==> config.mk <==
export PLATFORM = sky130hd
export DESIGN_NAME = ssfd_queue
export DESIGN_NICKNAME = d
export VERILOG_FILES = /design/src/sv/ssfd_pkg.sv /design/src/sv/ssfd_queue.sv
export SDC_FILE = /design/constraint.sdc
export NUM_CORES = 1
export LEC_CHECK = 0
export BUFFER_PORTS_ARGS = -buffer_cell sky130_fd_sc_hd__buf_2
export CAP_MARGIN = 20
export CORE_AREA = 8 8 176 178
export DETAILED_ROUTE_END_ITERATION = 16
export DIE_AREA = 0 0 184 186
export RECOVER_POWER = 50
export SETUP_SLACK_MARGIN = 0.3
export SYNTH_ARGS = -nofsm -noshare
export SYNTH_HDL_FRONTEND = slang
export SYNTH_SLANG_ARGS = --single-unit
==> constraint.sdc <==
create_clock -name clk -period 4.3 [get_ports clk]
set_clock_uncertainty 0.1 [all_clocks]
set_input_delay 0 -clock clk [delete_from_list [all_inputs] [get_ports clk]]
set_output_delay 0 -clock clk [all_outputs]
set_load 0.05 [all_outputs]
==> src/sv/ssfd_pkg.sv <==
// shared types, constants and glyph tables for the seven segment frame driver
package ssfd_pkg;

  localparam int DIGIT_COUNT_DEF = 8;
  localparam int CLEAR_BYTES_DEF = 32;

  localparam int MAX_DIGITS = 8;
  localparam int GI_W       = $clog2(MAX_DIGITS);
  localparam int CNT_W      = $clog2(MAX_DIGITS + 1);
  localparam int STEP_W     = 6;
  localparam int Q_DEPTH    = 2;

  localparam int MODE_W     = 3;
  localparam int VALUE_W    = 27;
  localparam int TEXT_W     = 64;
  localparam int POS_W      = 4;

  localparam logic [7:0] CMD_AUTO_INC = 8'h40;
  localparam logic [7:0] CMD_FIXED    = 8'h44;
  localparam logic [7:0] ADDR_BASE    = 8'hC0;
  localparam logic [7:0] LED_BASE     = 8'hC1;
  localparam logic [7:0] BLANK        = 8'h00;

  // reciprocal of ten, exact for any 32 bit dividend after the shift
  localparam logic [31:0] DIV10_RECIP = 32'hCCCCCCCD;
  localparam int          DIV10_SHIFT = 35;

  typedef enum logic [MODE_W-1:0] {
    MODE_CLEAR  = 3'd0,
    MODE_NUMBER = 3'd1,
    MODE_TEXT   = 3'd2,
    MODE_HEX    = 3'd3,
    MODE_LED    = 3'd4,
    MODE_RAW    = 3'd5
  } mode_t;

  typedef enum logic [1:0] {
    JOB_CLEAR,
    JOB_LIST,
    JOB_FIXED,
    JOB_RAW
  } job_kind_t;

  typedef enum logic {
    F_IDLE,
    F_CONV
  } front_state_t;

  typedef struct packed {
    job_kind_t                       kind;
    logic [CNT_W-1:0]                cnt;
    logic [MAX_DIGITS-1:0][7:0]      glyph;
    logic [7:0]                      addr;
    logic [7:0]                      data;
  } job_t;

  localparam logic [7:0] HEX_GLYPH [16] = '{
    8'h3F, 8'h06, 8'h5B, 8'h4F, 8'h66, 8'h6D, 8'h7D, 8'h07,
    8'h7F, 8'h6F, 8'h77, 8'h7C, 8'h39, 8'h5E, 8'h79, 8'h71
  };

  // glyphs for printable codes 32..126
  localparam logic [7:0] ASCII_GLYPH [95] = '{
    8'h00, 8'hC6, 8'h22, 8'h7E, 8'h6D, 8'h00, 8'h00, 8'h02,
    8'h30, 8'h06, 8'h63, 8'h00, 8'h04, 8'h40, 8'h80, 8'h52,
    8'h3F, 8'h06, 8'h6B, 8'h4F, 8'h66, 8'h6D, 8'h7D, 8'h27,
    8'h7F, 8'h6F, 8'h00, 8'h00, 8'h00, 8'h48, 8'h00, 8'h53,
    8'h5F, 8'h77, 8'h7F, 8'h39, 8'h3F, 8'h79, 8'h71, 8'h3D,
    8'h76, 8'h06, 8'h1F, 8'h69, 8'h38, 8'h55, 8'h37, 8'h3F,
    8'h73, 8'h67, 8'h31, 8'h6D, 8'h78, 8'h3E, 8'h2A, 8'h3D,
    8'h76, 8'h6E, 8'h6B, 8'h39, 8'h64, 8'h0F, 8'h00, 8'h08,
    8'h20, 8'h5F, 8'h7C, 8'h58, 8'h5E, 8'h7B, 8'h31, 8'h6F,
    8'h74, 8'h04, 8'h0E, 8'h75, 8'h30, 8'h55, 8'h54, 8'h5C,
    8'h73, 8'h67, 8'h50, 8'h6D, 8'h78, 8'h1C, 8'h2A, 8'h1D,
    8'h76, 8'h6E, 8'h47, 8'h46, 8'h06, 8'h70, 8'h01
  };

  function automatic logic [7:0] char_glyph(input logic [7:0] c);
    logic [6:0] idx;
    logic [7:0] g;
    idx = 7'(c - 8'd32);
    if (c < 8'd32 || c > 8'd126) begin
      g = BLANK;
    end else begin
      g = ASCII_GLYPH[idx];
    end
    return g;
  endfunction

endpackage

==> src/sv/ssfd_queue.sv <==
// short job queue between front and back
module ssfd_queue (
  input  logic           clk,
  input  logic           rst,
  input  logic           in_valid,
  output logic           in_ready,
  input  ssfd_pkg::job_t in_job,
  output logic           out_valid,
  input  logic           out_ready,
  output ssfd_pkg::job_t out_job
);

  localparam int PW = $clog2(ssfd_pkg::Q_DEPTH);

  ssfd_pkg::job_t   slots [ssfd_pkg::Q_DEPTH];
  logic [PW-1:0]    wr_ptr, rd_ptr;
  logic [PW:0]      count;
  logic             push, pop;

  assign in_ready  = count != (PW+1)'(ssfd_pkg::Q_DEPTH);
  assign out_valid = count != '0;
  assign out_job   = slots[rd_ptr];
  assign push      = in_valid && in_ready;
  assign pop       = out_valid && out_ready;

  always_ff @(posedge clk) begin
    if (rst) begin
      wr_ptr <= '0;
      rd_ptr <= '0;
      count  <= '0;
    end else begin
      if (push) wr_ptr <= wr_ptr + 1'b1;
      if (pop)  rd_ptr <= rd_ptr + 1'b1;
      if (push && !pop) begin
        count <= count + 1'b1;
      end else if (pop && !push) begin
        count <= count - 1'b1;
      end
    end
    if (push) slots[wr_ptr] <= in_job;
  end

endmodule

### After elaboration in Yosys (flattened, before gate mapping)

Memory sizes are Yosys's and may differ from the RTL's. A register that Yosys moved wholly into a read port is not among the register bits.
Index checks and enable logic that the tools add are counted.
Widths: inputs -> output; s select.

* memories kept: 1
* bits in registers: 4
* memory bits (writable): 172

* reduce and logical (&&, ||, !) cells: 8
* eq/ne operators: 1
* muxes and demuxes: 6
* add/subtract/negate cells: 4

Memories
* slots: depth 2, bits a word 86, read ports 1, clocked after Yosys merged registers in 1, wr ports 1, RTL line ssfd_queue.sv:15 `ssfd_pkg::job_t slots [ssfd_pkg::Q_DEPTH];`

Operators by type and width (number)
* $logic_and 1x1->1: 4
* $mux 1: 4
* $mux 2: 2
* $reduce_bool 2->1: 2
* $add 1x1->1 const B: 2
* $add 2x1->2 const B: 1
* $logic_not 1->1: 2
* $ne 2x2->1 const B: 1
* $sub 2x1->2 const B: 1

### Depth between registers and ports, before layout

* word-level depth: 6
* depth in mapped cells: 6
* gate-level depth less buffers: 6

### Worst setup path after synthesis

OpenSTA, ideal clock, no wires.

* path kind: flip-flop to flip-flop
* from: register count[0]
* to: memory slots[1][0] in the netlist's numbering (enable)
* arrival: 3036 ps
* buffers on the path: 0
* data required time: 3745 ps
* slack: 709 ps
* cell stages (with the launch flop): 3
* cell sequence: dfxtp_1 -> nand2b_1 -> and3_1

* cells in the longest elaborated chain, start to end: 4

Ends and longest elaborated chain
* start, declared: RTL line ssfd_queue.sv:17 `logic [PW:0] count;`
* start signal, assigned: RTL line ssfd_queue.sv:35 `count <= count + 1'b1;`
* start signal, assigned: RTL line ssfd_queue.sv:37 `count <= count - 1'b1;`
* $ne 2x2->1: RTL line ssfd_queue.sv:20 `assign in_ready = count != (PW+1)'(ssfd_pkg::Q_DEPTH);`
* via in_ready: RTL line ssfd_queue.sv:6 `output logic in_ready,`
* $logic_and 1x1->1: RTL line ssfd_queue.sv:23 `assign push = in_valid && in_ready;`
* $mux 1: RTL line ssfd_queue.sv:40 `if (push) slots[wr_ptr] <= in_job;`
* $mux 1 (implied by the code): RTL line ssfd_queue.sv:40
* end, declared: RTL line ssfd_queue.sv:15

The timed path passes the listed nets, and every way through them passes these cells.

### Worst setup path in the final report

* from: register count[0]
* to: memory slots[1][54] in the netlist's numbering (enable)

* cells in the longest elaborated chain, start to end: 4

Ends and longest elaborated chain (RTL line)
* $ne 2x2->1: ssfd_queue.sv:20
* $logic_and 1x1->1: ssfd_queue.sv:23
* $mux 1: ssfd_queue.sv:40
* $mux 1 (implied by the code): ssfd_queue.sv:40

No other way between the ends.

==> impl_metrics.py <==
metrics = {
    "run_status": {
        "status": "finished, violations left",
        "failed_checks": "capacitance limit, slew limit",
    },
    "finish": {
        "final_nets": 666,
        "layout.cells.most_common": "edfxtp_1",
        "final_layout_size_suffix_gt1_frac": 0.4014,
        "multi_input_area_um2": 1237,
        "diodes": 0,
        "syn_to_final_growth_pct": 41.09,
        "layout_common_cells": "edfxtp_1, buf_2, dlygate4sd3_1",
        "fin_util": 0.3314,
        "layout.cells.non_filler": 972,
        "ff_latch_area_um2": 5269,
        "num-fill-cells": 2789,
    },
    "setup_path": {
        "r2r_slack_ns": 1.22,
        "crit_fanout": 39,
        "startpoint_type": "flop",
        "worst-setup-path-type": "flop to flop",
        "endpoint_kind": "flop",
        "required_ns": 4.19,
        "cp.arrival_ns": 2.97,
    },
    "cts": {
        "cts.repair.resized": 0,
        "clock_path_buffers": 2,
        "path_clk_slew_ns": 0.07,
        "cts_root_buffer": "clkbuf_16",
        "h-tree-depth": 4,
        "cts-hold-fix-buffers": 90,
        "clk_latency_ns": 0.41,
        "clkSinkCount": 177,
        "postCtsSetupRepairBufs": 0,
        "cts_tree": "yes",
        "cts_made_buffers": 17,
    },
    "pwr": {
        "p_leak_nw": 3.371,
        "power.density_nw_per_um2": 626.2,
        "max-vdd-ir-drop_mv": 0.3270,
    },
    "global_routing": {
        "grt_start_max_net_pins": 46,
        "grt.overflow.total": 0,
        "grt_pass1_wl_um": 22740,
        "antenna_found_initial": 0,
        "grt_pass1_vias": 4119,
        "track_usage": 0.08717,
    },
    "drt": {
        "dr.pass1.iters": 5,
        "vias_per_cell": 3.735,
        "wire_per_inst_um": 15.33,
        "drt_iter0_drc": 118,
        "num_vias": 3630,
        "ant_nets": 0,
        "finalWirelength_um": 14900,
        "drc": 0,
    },
    "synth": {
        "seq_area_frac_synth": 0.7938,
        "synth_cells": 292,
        "syn_area_per_cell_um2": 22.71,
        "synth_cell_types": 21,
        "synth_nets": 383,
        "synth-seq-cells": 177,
        "yosysWarnings": 0,
        "syn_area_um2": 6633,
    },
    "floorplan": {
        "coreArea_um2": 28240,
        "start_util": 0.2349,
        "dieHeight_um": 186,
        "die_w_um": 184,
        "dieArea_um2": 34220,
        "num_rows": 62,
        "ios": 178,
    },
    "sta": {
        "period_needed_ns": 3.085,
        "finalSetupTns_ns": 0,
        "setup_viol": 0,
        "max_slew_margin": -0.5374,
        "drv_slew": 40,
        "hold_viol": 0,
        "grt_setup_unrepaired": "false",
        "tightest_slew_ns": 2.306,
        "fmax_ghz": 0.3242,
        "finalCritPeriodShare": 0.7174,
    },
    "min_path": {
        "hold_class": "primary input to flop",
    },
    "place": {
        "place_inst": 850,
        "io_buffers": 177,
        "place.detailed.hpwl_um": 9714,
        "gp_congestion": 0.6508,
    },
    "flow_run": {
        "cap_violations": 1,
    },
}
[power breakdown]
part	total [mW]	switching, mW	internal (mW)
registers	2.28	0.122	2.16
clock network	1.54	0.676	0.863
logic	2.04	1.40	0.644
[worst paths after layout]
path,end,cells after the start,startpoint
worst max register to register,slots[1][54],3,count[0]
worst max-delay path,slots[1][54],3,count[0]
worst min register to register,rd_ptr,2,rd_ptr
worst min-delay path,slots[1][15],2,in_job[15]
[layer usage]
layer  global-route usage  share of wire
met4              0.02646         0.0091
met3              0.03240          0.063
met5                    0              0
met1               0.1033           0.43
met2               0.1456           0.49
[synthesized netlist by cell type]
cell / n / share of area
buf_8: 1 / 0.0023
inv_1: 1 / 0.00057
a21bo_2: 1 / 0.0015
buf_12: 4 / 0.012
o21ai_0: 2 / 0.0015
a21oi_1: 2 / 0.0015
buf_6: 1 / 0.0017
buf_2: 4 / 0.0030
nor2_1: 3 / 0.0017
mux2_2: 46 / 0.078
or2_2: 1 / 0.00094
mux2_4: 40 / 0.091
and2_1: 1 / 0.00094
and3_1: 1 / 0.00094
ha_1: 1 / 0.0019
nand2b_1: 1 / 0.00094
dfxtp_1: 5 / 0.015
xor2_1: 3 / 0.0040
edfxtp_1: 172 / 0.78
or3_1: 1 / 0.00094
nand3b_1: 1 / 0.0011
[registers in the layout, summed over array words and instances, names as in the netlist, named ones only]
signal and count:
count 2, slots 172, wr_ptr 1, rd_ptr 1
[final cells by class]
| type | count | area share |
|---|---|---|
| clock inverters | 15 | 0.01658 |
| inverters | 1 | 0.0006685 |
| repair buffers | 274 | 0.1907 |
| flip-flops and latches | 177 | 0.5630 |
| multi-input cells | 104 | 0.1322 |
| clock buffers | 17 | 0.04546 |
| well taps | 384 | 0.05134 |
[cell families after synthesis]
group | after synthesis | synth area share
AO/OA/AOI/OAI | 5 | 0.004528
AND/OR/NAND/NOR | 9 | 0.007549
buffers and inverters | 11 | 0.01962
multiplexers | 86 | 0.1686
adder cells (fa/ha/maj) | 1 | 0.001886
flip-flops | 177 | 0.7938
XOR/XNOR | 3 | 0.003962
[per-stage QoR]
stage	worst slack (ns)	cell area (um2)	total power, mW	hold slack (ns)
global placement	1.889	7914	4.311	0.08796
global route	0.9285	9358	6.125	0.1817
finish	1.215	9358	5.860	0.2059
CTS	1.711	9463	5.987	0.1694
floorplan	0.7091	6633	3.927	-0.03093
detailed placement	2.176	7981	4.345	0.09069
[critical path, stage by stage (launching register included)]
cell	delay, ns
dfxtp_1	0.40
nand2b_1	0.20
and3_1	0.25
clkbuf_1	1.65
No activity file was read; power rests on OpenSTA's default activity.
