[src/sv/ssfd_pkg.sv]
// shared types, constants and glyph tables for the seven segment frame driver
package ssfd_pkg;

  localparam int DIGIT_COUNT_DEF = 8;
  localparam int CLEAR_BYTES_DEF = 32;

  localparam int MAX_DIGITS = 8;
  localparam int GI_W       = $clog2(MAX_DIGITS);
  localparam int CNT_W      = $clog2(MAX_DIGITS + 1);
  localparam int STEP_W     = 6;
  localparam int Q_DEPTH    = 2;

  localparam int MODE_W     = 3;
  localparam int VALUE_W    = 27;
  localparam int TEXT_W     = 64;
  localparam int POS_W      = 4;

  localparam logic [7:0] CMD_AUTO_INC = 8'h40;
  localparam logic [7:0] CMD_FIXED    = 8'h44;
  localparam logic [7:0] ADDR_BASE    = 8'hC0;
  localparam logic [7:0] LED_BASE     = 8'hC1;
  localparam logic [7:0] BLANK        = 8'h00;

  // reciprocal of ten, exact for any 32 bit dividend after the shift
  localparam logic [31:0] DIV10_RECIP = 32'hCCCCCCCD;
  localparam int          DIV10_SHIFT = 35;

  typedef enum logic [MODE_W-1:0] {
    MODE_CLEAR  = 3'd0,
    MODE_NUMBER = 3'd1,
    MODE_TEXT   = 3'd2,
    MODE_HEX    = 3'd3,
    MODE_LED    = 3'd4,
    MODE_RAW    = 3'd5
  } mode_t;

  typedef enum logic [1:0] {
    JOB_CLEAR,
    JOB_LIST,
    JOB_FIXED,
    JOB_RAW
  } job_kind_t;

  typedef enum logic {
    F_IDLE,
    F_CONV
  } front_state_t;

  typedef struct packed {
    job_kind_t                       kind;
    logic [CNT_W-1:0]                cnt;
    logic [MAX_DIGITS-1:0][7:0]      glyph;
    logic [7:0]                      addr;
    logic [7:0]                      data;
  } job_t;

  localparam logic [7:0] HEX_GLYPH [16] = '{
    8'h3F, 8'h06, 8'h5B, 8'h4F, 8'h66, 8'h6D, 8'h7D, 8'h07,
    8'h7F, 8'h6F, 8'h77, 8'h7C, 8'h39, 8'h5E, 8'h79, 8'h71
  };

  // glyphs for printable codes 32..126
  localparam logic [7:0] ASCII_GLYPH [95] = '{
    8'h00, 8'hC6, 8'h22, 8'h7E, 8'h6D, 8'h00, 8'h00, 8'h02,
    8'h30, 8'h06, 8'h63, 8'h00, 8'h04, 8'h40, 8'h80, 8'h52,
    8'h3F, 8'h06, 8'h6B, 8'h4F, 8'h66, 8'h6D, 8'h7D, 8'h27,
    8'h7F, 8'h6F, 8'h00, 8'h00, 8'h00, 8'h48, 8'h00, 8'h53,
    8'h5F, 8'h77, 8'h7F, 8'h39, 8'h3F, 8'h79, 8'h71, 8'h3D,
    8'h76, 8'h06, 8'h1F, 8'h69, 8'h38, 8'h55, 8'h37, 8'h3F,
    8'h73, 8'h67, 8'h31, 8'h6D, 8'h78, 8'h3E, 8'h2A, 8'h3D,
    8'h76, 8'h6E, 8'h6B, 8'h39, 8'h64, 8'h0F, 8'h00, 8'h08,
    8'h20, 8'h5F, 8'h7C, 8'h58, 8'h5E, 8'h7B, 8'h31, 8'h6F,
    8'h74, 8'h04, 8'h0E, 8'h75, 8'h30, 8'h55, 8'h54, 8'h5C,
    8'h73, 8'h67, 8'h50, 8'h6D, 8'h78, 8'h1C, 8'h2A, 8'h1D,
    8'h76, 8'h6E, 8'h47, 8'h46, 8'h06, 8'h70, 8'h01
  };

  function automatic logic [7:0] char_glyph(input logic [7:0] c);
    logic [6:0] idx;
    logic [7:0] g;
    idx = 7'(c - 8'd32);
    if (c < 8'd32 || c > 8'd126) begin
      g = BLANK;
    end else begin
      g = ASCII_GLYPH[idx];
    end
    return g;
  endfunction

endpackage

[src/sv/ssfd_byte_if.sv]
// byte channel: one framed byte per item with valid/ready
interface ssfd_byte_if;
  logic       valid;
  logic       ready;
  logic [7:0] data_byte;
  logic       frame_start;
  logic       frame_end;
  logic       last;

  modport source (output valid, data_byte, frame_start, frame_end, last, input ready);
  modport sink   (input valid, data_byte, frame_start, frame_end, last, output ready);
endinterface

[src/sv/ssfd_back.sv]
// back end: steps through a job and emits one framed byte per cycle while the output is not stalled
module ssfd_back #(
  parameter int CLEAR_BYTES = ssfd_pkg::CLEAR_BYTES_DEF
) (
  input  logic           clk,
  input  logic           rst,
  input  logic           job_valid,
  output logic           job_ready,
  input  ssfd_pkg::job_t job_in,
  ssfd_byte_if.source    stream
);

  localparam logic [ssfd_pkg::STEP_W-1:0] CLEAR_LAST = ssfd_pkg::STEP_W'(CLEAR_BYTES + 1);

  ssfd_pkg::job_t                 job;
  logic                           active;
  logic [ssfd_pkg::STEP_W-1:0]    step, k;
  logic [ssfd_pkg::GI_W-1:0]      gi;
  logic                           adv;
  logic [7:0]                     b;
  logic                           fs, fe, is_last;
  logic                           o_valid;
  logic [7:0]                     o_byte;
  logic                           o_fs, o_fe, o_last;

  assign k  = step - ssfd_pkg::STEP_W'(2);
  assign gi = k[ssfd_pkg::GI_W:1];

  always_comb begin
    b       = ssfd_pkg::BLANK;
    fs      = 1'b0;
    fe      = 1'b0;
    is_last = 1'b0;
    case (job.kind)
      ssfd_pkg::JOB_CLEAR, ssfd_pkg::JOB_LIST: begin
        if (step == '0) begin
          b  = ssfd_pkg::CMD_AUTO_INC;
          fs = 1'b1;
          fe = 1'b1;
        end else if (step == ssfd_pkg::STEP_W'(1)) begin
          b  = ssfd_pkg::ADDR_BASE;
          fs = 1'b1;
          // empty text closes the frame on the address byte
          if (job.kind == ssfd_pkg::JOB_LIST && job.cnt == '0) begin
            fe      = 1'b1;
            is_last = 1'b1;
          end
        end else if (job.kind == ssfd_pkg::JOB_CLEAR) begin
          fe      = step == CLEAR_LAST;
          is_last = step == CLEAR_LAST;
        end else begin
          // glyph on even steps, spacer byte on odd steps
          b       = k[0] ? ssfd_pkg::BLANK : job.glyph[gi];
          fe      = k[0] && (ssfd_pkg::CNT_W'(gi) + 1'b1 == job.cnt);
          is_last = fe;
        end
      end
      ssfd_pkg::JOB_FIXED: begin
        if (step == '0) begin
          b  = ssfd_pkg::CMD_FIXED;
          fs = 1'b1;
          fe = 1'b1;
        end else if (step == ssfd_pkg::STEP_W'(1)) begin
          b  = job.addr;
          fs = 1'b1;
        end else begin
          b       = job.data;
          fe      = 1'b1;
          is_last = 1'b1;
        end
      end
      ssfd_pkg::JOB_RAW: begin
        b       = job.data;
        fs      = 1'b1;
        fe      = 1'b1;
        is_last = 1'b1;
      end
      default: begin
        is_last = 1'b1;
      end
    endcase
  end

  assign adv       = active && (!o_valid || stream.ready);
  assign job_ready = !active || (adv && is_last);

  always_ff @(posedge clk) begin
    if (rst) begin
      active  <= 1'b0;
      o_valid <= 1'b0;
    end else begin
      if (job_valid && job_ready) begin
        active <= 1'b1;
      end else if (adv && is_last) begin
        active <= 1'b0;
      end
      if (adv) begin
        o_valid <= 1'b1;
      end else if (stream.ready) begin
        o_valid <= 1'b0;
      end
    end
    if (job_valid && job_ready) begin
      job  <= job_in;
      step <= '0;
    end else if (adv) begin
      step <= step + 1'b1;
    end
    if (adv) begin
      o_byte <= b;
      o_fs   <= fs;
      o_fe   <= fe;
      o_last <= is_last;
    end
  end

  assign stream.valid       = o_valid;
  assign stream.data_byte   = o_byte;
  assign stream.frame_start = o_fs;
  assign stream.frame_end   = o_fe;
  assign stream.last        = o_last;

endmodule

[src/flat_wrapper.sv]
// flat-port wrapper written by rule: the top's interface ports become plain ports
module ssfd_back_flat 
#(
  parameter int CLEAR_BYTES = ssfd_pkg::CLEAR_BYTES_DEF
)
  (clk, rst, job_valid, job_ready, job_in, stream_valid, stream_data_byte, stream_frame_start, stream_frame_end, stream_last, stream_ready);
  ssfd_byte_if stream_i ();
  input  logic clk;
  input  logic rst;
  input  logic job_valid;
  output logic job_ready;
  input  ssfd_pkg::job_t job_in;
  output wire logic [$bits(stream_i.valid)-1:0] stream_valid;
  output wire logic [$bits(stream_i.data_byte)-1:0] stream_data_byte;
  output wire logic [$bits(stream_i.frame_start)-1:0] stream_frame_start;
  output wire logic [$bits(stream_i.frame_end)-1:0] stream_frame_end;
  output wire logic [$bits(stream_i.last)-1:0] stream_last;
  input wire logic [$bits(stream_i.ready)-1:0] stream_ready;
  assign stream_valid = stream_i.valid;
  assign stream_data_byte = stream_i.data_byte;
  assign stream_frame_start = stream_i.frame_start;
  assign stream_frame_end = stream_i.frame_end;
  assign stream_last = stream_i.last;
  assign stream_i.ready = stream_ready;
  ssfd_back #(.CLEAR_BYTES(CLEAR_BYTES)) u_core (.clk(clk), .rst(rst), .job_valid(job_valid), .job_ready(job_ready), .job_in(job_in), .stream(stream_i));
endmodule
[config.mk]
export PLATFORM = sky130hd
export DESIGN_NAME = ssfd_back_flat
export DESIGN_NICKNAME = d
export VERILOG_FILES = /design/src/sv/ssfd_pkg.sv /design/src/sv/ssfd_byte_if.sv /design/src/sv/ssfd_back.sv /design/src/flat_wrapper.sv
export SDC_FILE = /design/constraint.sdc
export NUM_CORES = 1
export LEC_CHECK = 0
export BUFFER_PORTS_ARGS = -buffer_cell sky130_fd_sc_hd__buf_2
export CORE_MARGIN = 4
export CORE_UTILIZATION = 53
export CTS_CLUSTER_SIZE = 30
export DETAILED_ROUTE_END_ITERATION = 6
export PLACE_DENSITY = 0.86
export SYNTH_ARGS = -nofsm -noshare
export SYNTH_HDL_FRONTEND = slang
export SYNTH_SLANG_ARGS = --single-unit
[constraint.sdc]
create_clock -name clk -period 7.15 [get_ports clk]
set_input_delay 1.0725 -clock clk [delete_from_list [all_inputs] [get_ports clk]]
set_output_delay 1.0725 -clock clk [all_outputs]
set_load 0.1 [all_outputs]
# [Word level (Yosys, flattened, before mapping)]
# Index checks and enable logic that the tools add are counted.
[classes] addsub=3 magnitude_cmp=1 eq_ne=6 mux=26 n_reduce_logical=16
[ops] cell="$mux W8" n=7
[ops] cell="$bmux W8 S3" n=1
[ops] cell="$pmux W8 S3" n=1
[ops] cell="$mux W1" n=14
[ops] cell="$add A6 B1 Y6 const B" n=1
[ops] cell="$eq A6 B1 Y1 const B" n=1
[ops] cell="$eq A6 B6 Y1 const B" n=1
[ops] cell="$logic_not A6 Y1" n=1
[ops] cell="$pmux W1 S3" n=2
[ops] cell="$logic_and A1 B1 Y1" n=5
[ops] cell="$add A3 B1 Y4 const B" n=1
[ops] cell="$eq A2 B2 Y1 const B" n=2
[ops] cell="$eq A4 B4 Y1" n=1
[ops] cell="$logic_not A4 Y1" n=1
[ops] cell="$lt A3 B4 Y1 const B" n=1
[ops] cell="$reduce_bool A2 Y1" n=2
[ops] cell="$sub A4 B2 Y4 const B" n=1
[ops] cell="$reduce_or A3 Y1" n=1
[ops] cell="$eq A2 B1 Y1 const B" n=1
[ops] cell="$logic_not A1 Y1" n=2
[ops] cell="$logic_not A2 Y1" n=1
[ops] cell="$logic_or A1 B1 Y1" n=2
[ops] cell="$pmux W1 S2" n=1
[ops] cell="$reduce_or A2 Y1" n=1
[word_totals] reg_bits=105 input_bits=90 output_inout_bits=13 wordCells=71

# [Longest topological paths before layout]
[logic_depth] word_depth=12 ltp_mapped=11 mapped_depth_nobuf=7

# [Worst setup path before layout]
# OpenSTA, ideal clock, no wires.
[synth_timing] path_kind="register to register" startpoint="reg u_core.step[1] (netlist bit)" endpoint="reg u_core.job[0] (netlist bit) (enable)" setup_ps=455 t_arrival_ps=4519 t_required_ps=6695 path_slack_ps=2176 path_stages_with_launch=11 n_path_buf=3 period_less_slack_ps=4974 cell_sequence="dfxtp_1 > buf_4 > buf_2 > inv_1 > ha_1 > buf_2 > xor2_1 > or3_1 > a221oi_4 > or2_4 > and3_1"
[synth_between] elab_chain_len=11 word_cells_on_any_way=16 cone_classes="2 x add/sub; 3 x eq/ne; 6 x mux; 5 x reduce/logical"
[synth_lines] element="start: declaration" line="ssfd_back.sv:17" text="logic [ssfd_pkg::STEP_W-1:0] step, k;"
[synth_lines] element="start signal: assignment" line="ssfd_back.sv:107" text="step <= step + 1'b1;"
[synth_lines] element="$sub A4 B2 Y4" line="ssfd_back.sv:26" text="assign k = step - ssfd_pkg::STEP_W'(2);"
[synth_lines] element="$add A3 B1 Y4" line="ssfd_back.sv:54" text="fe = k[0] && (ssfd_pkg::CNT_W'(gi) + 1'b1 == job.cnt);"
[synth_lines] element="$eq A4 B4 Y1" line="ssfd_back.sv:54"
[synth_lines] element="$logic_and A1 B1 Y1" line="ssfd_back.sv:54"
[synth_lines] element="$mux W1" line="ssfd_back.sv:48" text="end else if (job.kind == ssfd_pkg::JOB_CLEAR) begin"
[synth_lines] element="$mux W1" line="ssfd_back.sv:40" text="end else if (step == ssfd_pkg::STEP_W'(1)) begin"
[synth_lines] element="$mux W1" line="ssfd_back.sv:36" text="if (step == '0) begin"
[synth_lines] element="$pmux W1 S3 *" line="ssfd_back.sv:34" text="case (job.kind)"
[synth_lines] element="$logic_and A1 B1 Y1 *" line="ssfd_back.sv:85" text="assign job_ready = !active || (adv && is_last);"
[synth_lines] element="$logic_or A1 B1 Y1 *" line="ssfd_back.sv:85"
[synth_lines] element="$logic_and A1 B1 Y1 *" line="ssfd_back.sv:103" text="if (job_valid && job_ready) begin"
[synth_lines] element="end signal: assignment" line="ssfd_back.sv:104" text="job <= job_in;"
[synth_lines] element="end: declaration" line="ssfd_back.sv:15" text="ssfd_pkg::job_t job;"
# Mark *: on every way between the ends. The rest lies on a longest branch, timed or not.
# A chain may end at the register's enable or synchronous reset.

# [Worst setup path after layout]
[layout_timing] startpoint="reg u_core.step[2] (netlist bit)" endpoint="out job_ready"
[layout_between] elab_chain_len=10 word_cells_on_any_way=15 cone_classes="2 x add/sub; 3 x eq/ne; 6 x mux; 4 x reduce/logical"
[layout_lines] element="$sub A4 B2 Y4" line="ssfd_back.sv:26"
[layout_lines] element="$add A3 B1 Y4" line="ssfd_back.sv:54"
[layout_lines] element="$eq A4 B4 Y1" line="ssfd_back.sv:54"
[layout_lines] element="$logic_and A1 B1 Y1" line="ssfd_back.sv:54"
[layout_lines] element="$mux W1" line="ssfd_back.sv:48"
[layout_lines] element="$mux W1" line="ssfd_back.sv:40"
[layout_lines] element="$mux W1" line="ssfd_back.sv:36"
[layout_lines] element="$pmux W1 S3 *" line="ssfd_back.sv:34"
[layout_lines] element="$logic_and A1 B1 Y1 *" line="ssfd_back.sv:85"
[layout_lines] element="$logic_or A1 B1 Y1 *" line="ssfd_back.sv:85"
[layout_lines] element="end: declaration" line="flat_wrapper.sv:11" text="output logic job_ready;"
# Marks and branches as above.

==> impl_metrics.csv <==
group,metric,value,unit
yosys,yosys_most_used_dff,"sky130_fd_sc_hd__edfxtp_1",
critical_path,crit_type,"reg2out",
clock_network,clock-root-buffer,"sky130_fd_sc_hd__clkbuf_8",
yosys,muxShareOfSynthArea,0.0884,
route,wl_per_cell,17.6,um
critical_path,worstSetupEndpointType,"primary output",
power,p_clk_frac,0.174,
sta,fin_crit,4.45,ns
global_routing,grt_pass1_vias,2622,
outcome,outcome,"completed",
placed_design,place.detailed.instances,444,
floorplan,die_height,98.1,um
clock_network,cts_setup_buffers,0,
clock_network,cts_resized,0,
yosys,fraction_of_the_mapped_netlist_area_in_compound_gates,0.0802,
sta,fin_hold_ws,0.555,ns
power,intPower,1.27,mW
layout,area.growth.synth_to_final,18.2,%
yosys,ys_seq_elements,105,
sta,grt_setup_unrepaired,"false",
placed_design,dpl-instance-area,4910,um2
hold_path,hp-class,"reg2reg",
power,finalPower,2.01,mW
yosys,seq_area_frac_synth,0.714,
critical_path,critical_path.max_stage_delay,0.81,ns
yosys,synth-edff-count,97,
sta,finalHoldViolCount,0,
floorplan,floorplan.core_area,7810,um2
route,drt_first_pass_iters,4,
clock_network,clock_buffers_created_by_tritoncts,9,
floorplan,floorplan.rows,32,
sta,timing.max_slew.rel_slack,0.257,
yosys,yosys.cell_types.count,53,
yosys,synth_async_sr_flop_share,0,
route,drt_antenna_net_count,0,
floorplan,initial_core_util,0.551,
layout,mostFrequentLayoutCell,"sky130_fd_sc_hd__buf_2",
yosys,mappedNetlistArea,4300,um2
clock_network,clock_insertion_delay_worst_skew,0.37,ns
route,viasPerCell,5.43,
yosys,combinational_family_with_the_most_area_after_synthesis,"multiplexers",
route,remaining_drcs,0,
route,num_vias,2493,
power,p_per_area,394,nW/um2
power,swShare,0.366,
clock_network,clkSinkCount,105,
yosys,synth.yosys.warnings,0,
global_routing,groute.usage.overall,0.178,
layout,final_core_utilization,0.652,
layout,fillCellCount,567,
clock_network,cts_h_tree_lvls,3,
power,ir_drop,0.000190,V
global_routing,grt_max_degree,87,
sta,worst-slew-pin-transition,1.11,ns
critical_path,worst_ep_arrival_time,3.38,ns
yosys,synthesis.nets,343,
yosys,yosys.area_share.simple,0.0660,
global_routing,grt_first_pass_wirelength,13100,um
layout,antenna-diode-count,0,
global_routing,gr-total-overflow,0,
sta,worst_clock_skew,0.0128,ns
power,net-switching-power,0.735,mW
placed_design,gp_congestion,0.894,
layout,nets,449,
route,detail_route.wirelength,8070,um
critical_path,critical_path.startpoint_type,"register",
clock_network,tritoncts,"done",
power,p_leak,1.92,nW
sta,setup_ws,2.70,ns
layout,post_layout_nonfiller_instances,459,
placed_design,worst_case_setup_slack_after_placement,3.08,ns
sta,finalSetupTns,0,ns
clock_network,max-clock-path-buffers,2,
placed_design,hpwl,5900,um
floorplan,die_area,9630,um2
floorplan,pin_count,103,
floorplan,die_width,98.1,um
power,comb_power_share,0.379,
sta,timing.final.crit_share,0.623,
critical_path,max_stage_delay_cell_worst_path,"sky130_fd_sc_hd__ha_1",
layout,final_area,5090,um2
sta,final_max_slew_viol_count,0,
yosys,post_synth_xor_area_fraction,0.0166,
yosys,post_synth.cell_area_avg,17.4,um2
yosys,synthCells,247,
yosys,yosys.area_share.adder,0.0174,
job,maximum_capacitance_violations,0,
route,detail_route.iter0.violations,151,
layout,drive_gt1_frac,0.406,
layout,layout_common_cells,"102 x sky130_fd_sc_hd__buf_2, 97 x sky130_fd_sc_hd__edfxtp_1, 19 x sky130_fd_sc_hd__nand2_1",
placed_design,numPortBuffers,102,
critical_path,critical_path.cell_chain,"inv_1, ha_1, xor2_1, or3_1, a221oi_4, or2_4, and2_1, buf_2",
clock_network,cts-hold-fix-buffers,0,
sta,max_freq,225,MHz
critical_path,cp_max_fo,19,
power,pwr-share-seq,0.446,
global_routing,grt_antenna_before_repair,0,
critical_path,worst_ep_required_time,6.08,ns
clock_network,clkSlewWorstSetupHoldPaths,0.08,ns
sta,final-setup-viol-count,0,
power by group through the flow:
stage          logic (mW)  clock network [mW]  registers, mW
2_1_floorplan       0.491                   0           1.03
3_3_place_gp        0.749                   0          0.903
3_5_place_dp        0.763                   0          0.910
4_1_cts             0.765               0.356          0.896
5_1_grt             0.824               0.388          0.909
6_report            0.760               0.350          0.895
worst max-delay path: cells and delay by family, from the launching register on:
family	cells	cell delay, ns
buf+inv	2	0.54
compound gates	1	0.37
simple gates	3	0.71
xor+xnor	1	0.16
fa+ha+maj	1	0.81
flops	1	0.42
layout make-up:
class / count / area [um2] / share of cell area
Clock buffer: 10 / 128 / 0.0251
Tap cell: 102 / 128 / 0.0251
Multi-Input combinational cell: 127 / 1160 / 0.228
Clock inverter: 5 / 55.1 / 0.0108
Timing Repair Buffer: 103 / 518 / 0.102
Inverter: 7 / 26.3 / 0.00516
Sequential cell: 105 / 3070 / 0.604
path summary, 6_finish.rpt:
path | start | to | slack (ns) | cells after the start
max | u_core.step[2]$_SDFFE_PP0P_ | job_ready | 2.70 | 8
min | u_core.job[3]$_DFFE_PP_ | u_core.stream.data_byte[3]$_DFFE_PP_ | 0.56 | 1
max reg2reg | u_core.step[2]$_SDFFE_PP0P_ | u_core.job[6]$_DFFE_PP_ | 3.30 | 7
min reg2reg | u_core.job[3]$_DFFE_PP_ | u_core.stream.data_byte[3]$_DFFE_PP_ | 0.56 | 1
logic make-up after synthesis:
logic type	Yosys count
multiplexers	18
AND/OR/NAND/NOR	53
buffers and inverters	15
adder cells (fa/ha/maj)	6
XOR/XNOR	6
flip-flops	105
AO/OA/AOI/OAI	44
Yosys cell counts, drive strengths merged (3+ instances only):
cell type | count | area, um2
nor2 | 7 | 28.8
xor2 | 5 | 62.6
nor4 | 3 | 18.8
nand2 | 19 | 71.3
ha | 6 | 75.1
o31ai | 3 | 41.3
mux4 | 16 | 360
dfxtp | 8 | 160
o21ai | 8 | 40.0
a221o | 5 | 50.1
or3 | 4 | 30.0
and2 | 4 | 27.5
a31oi | 3 | 18.8
inv | 7 | 26.3
nand3 | 3 | 15.0
a21oi | 10 | 50.1
buf | 7 | 45.0
nor3 | 3 | 15.0
o22ai | 3 | 18.8
edfxtp | 97 | 2910
layer usage:
metal | track usage | vias to the layer above | routed length [um] | share of wire
met5 | 0 | - | 0 | 0
met4 | 0.0671 | 0 | 154 | 0.019
met3 | 0.0464 | 9 | 548 | 0.068
met2 | 0.289 | 93 | 4050 | 0.50
met1 | 0.234 | 1192 | 3320 | 0.41
li1 | - | 1199 | - | -
sequential cells by signal, summed over array words and instances (netlist names):
register and count:
u_core.stream.frame_end 1, u_core.stream.last 1, u_core.active 1, u_core.stream.frame_start 1, u_core.job 86, u_core.step 6
u_core.stream.data_byte 8, u_core.stream.valid 1
Power figures use the tool's default switching activity.
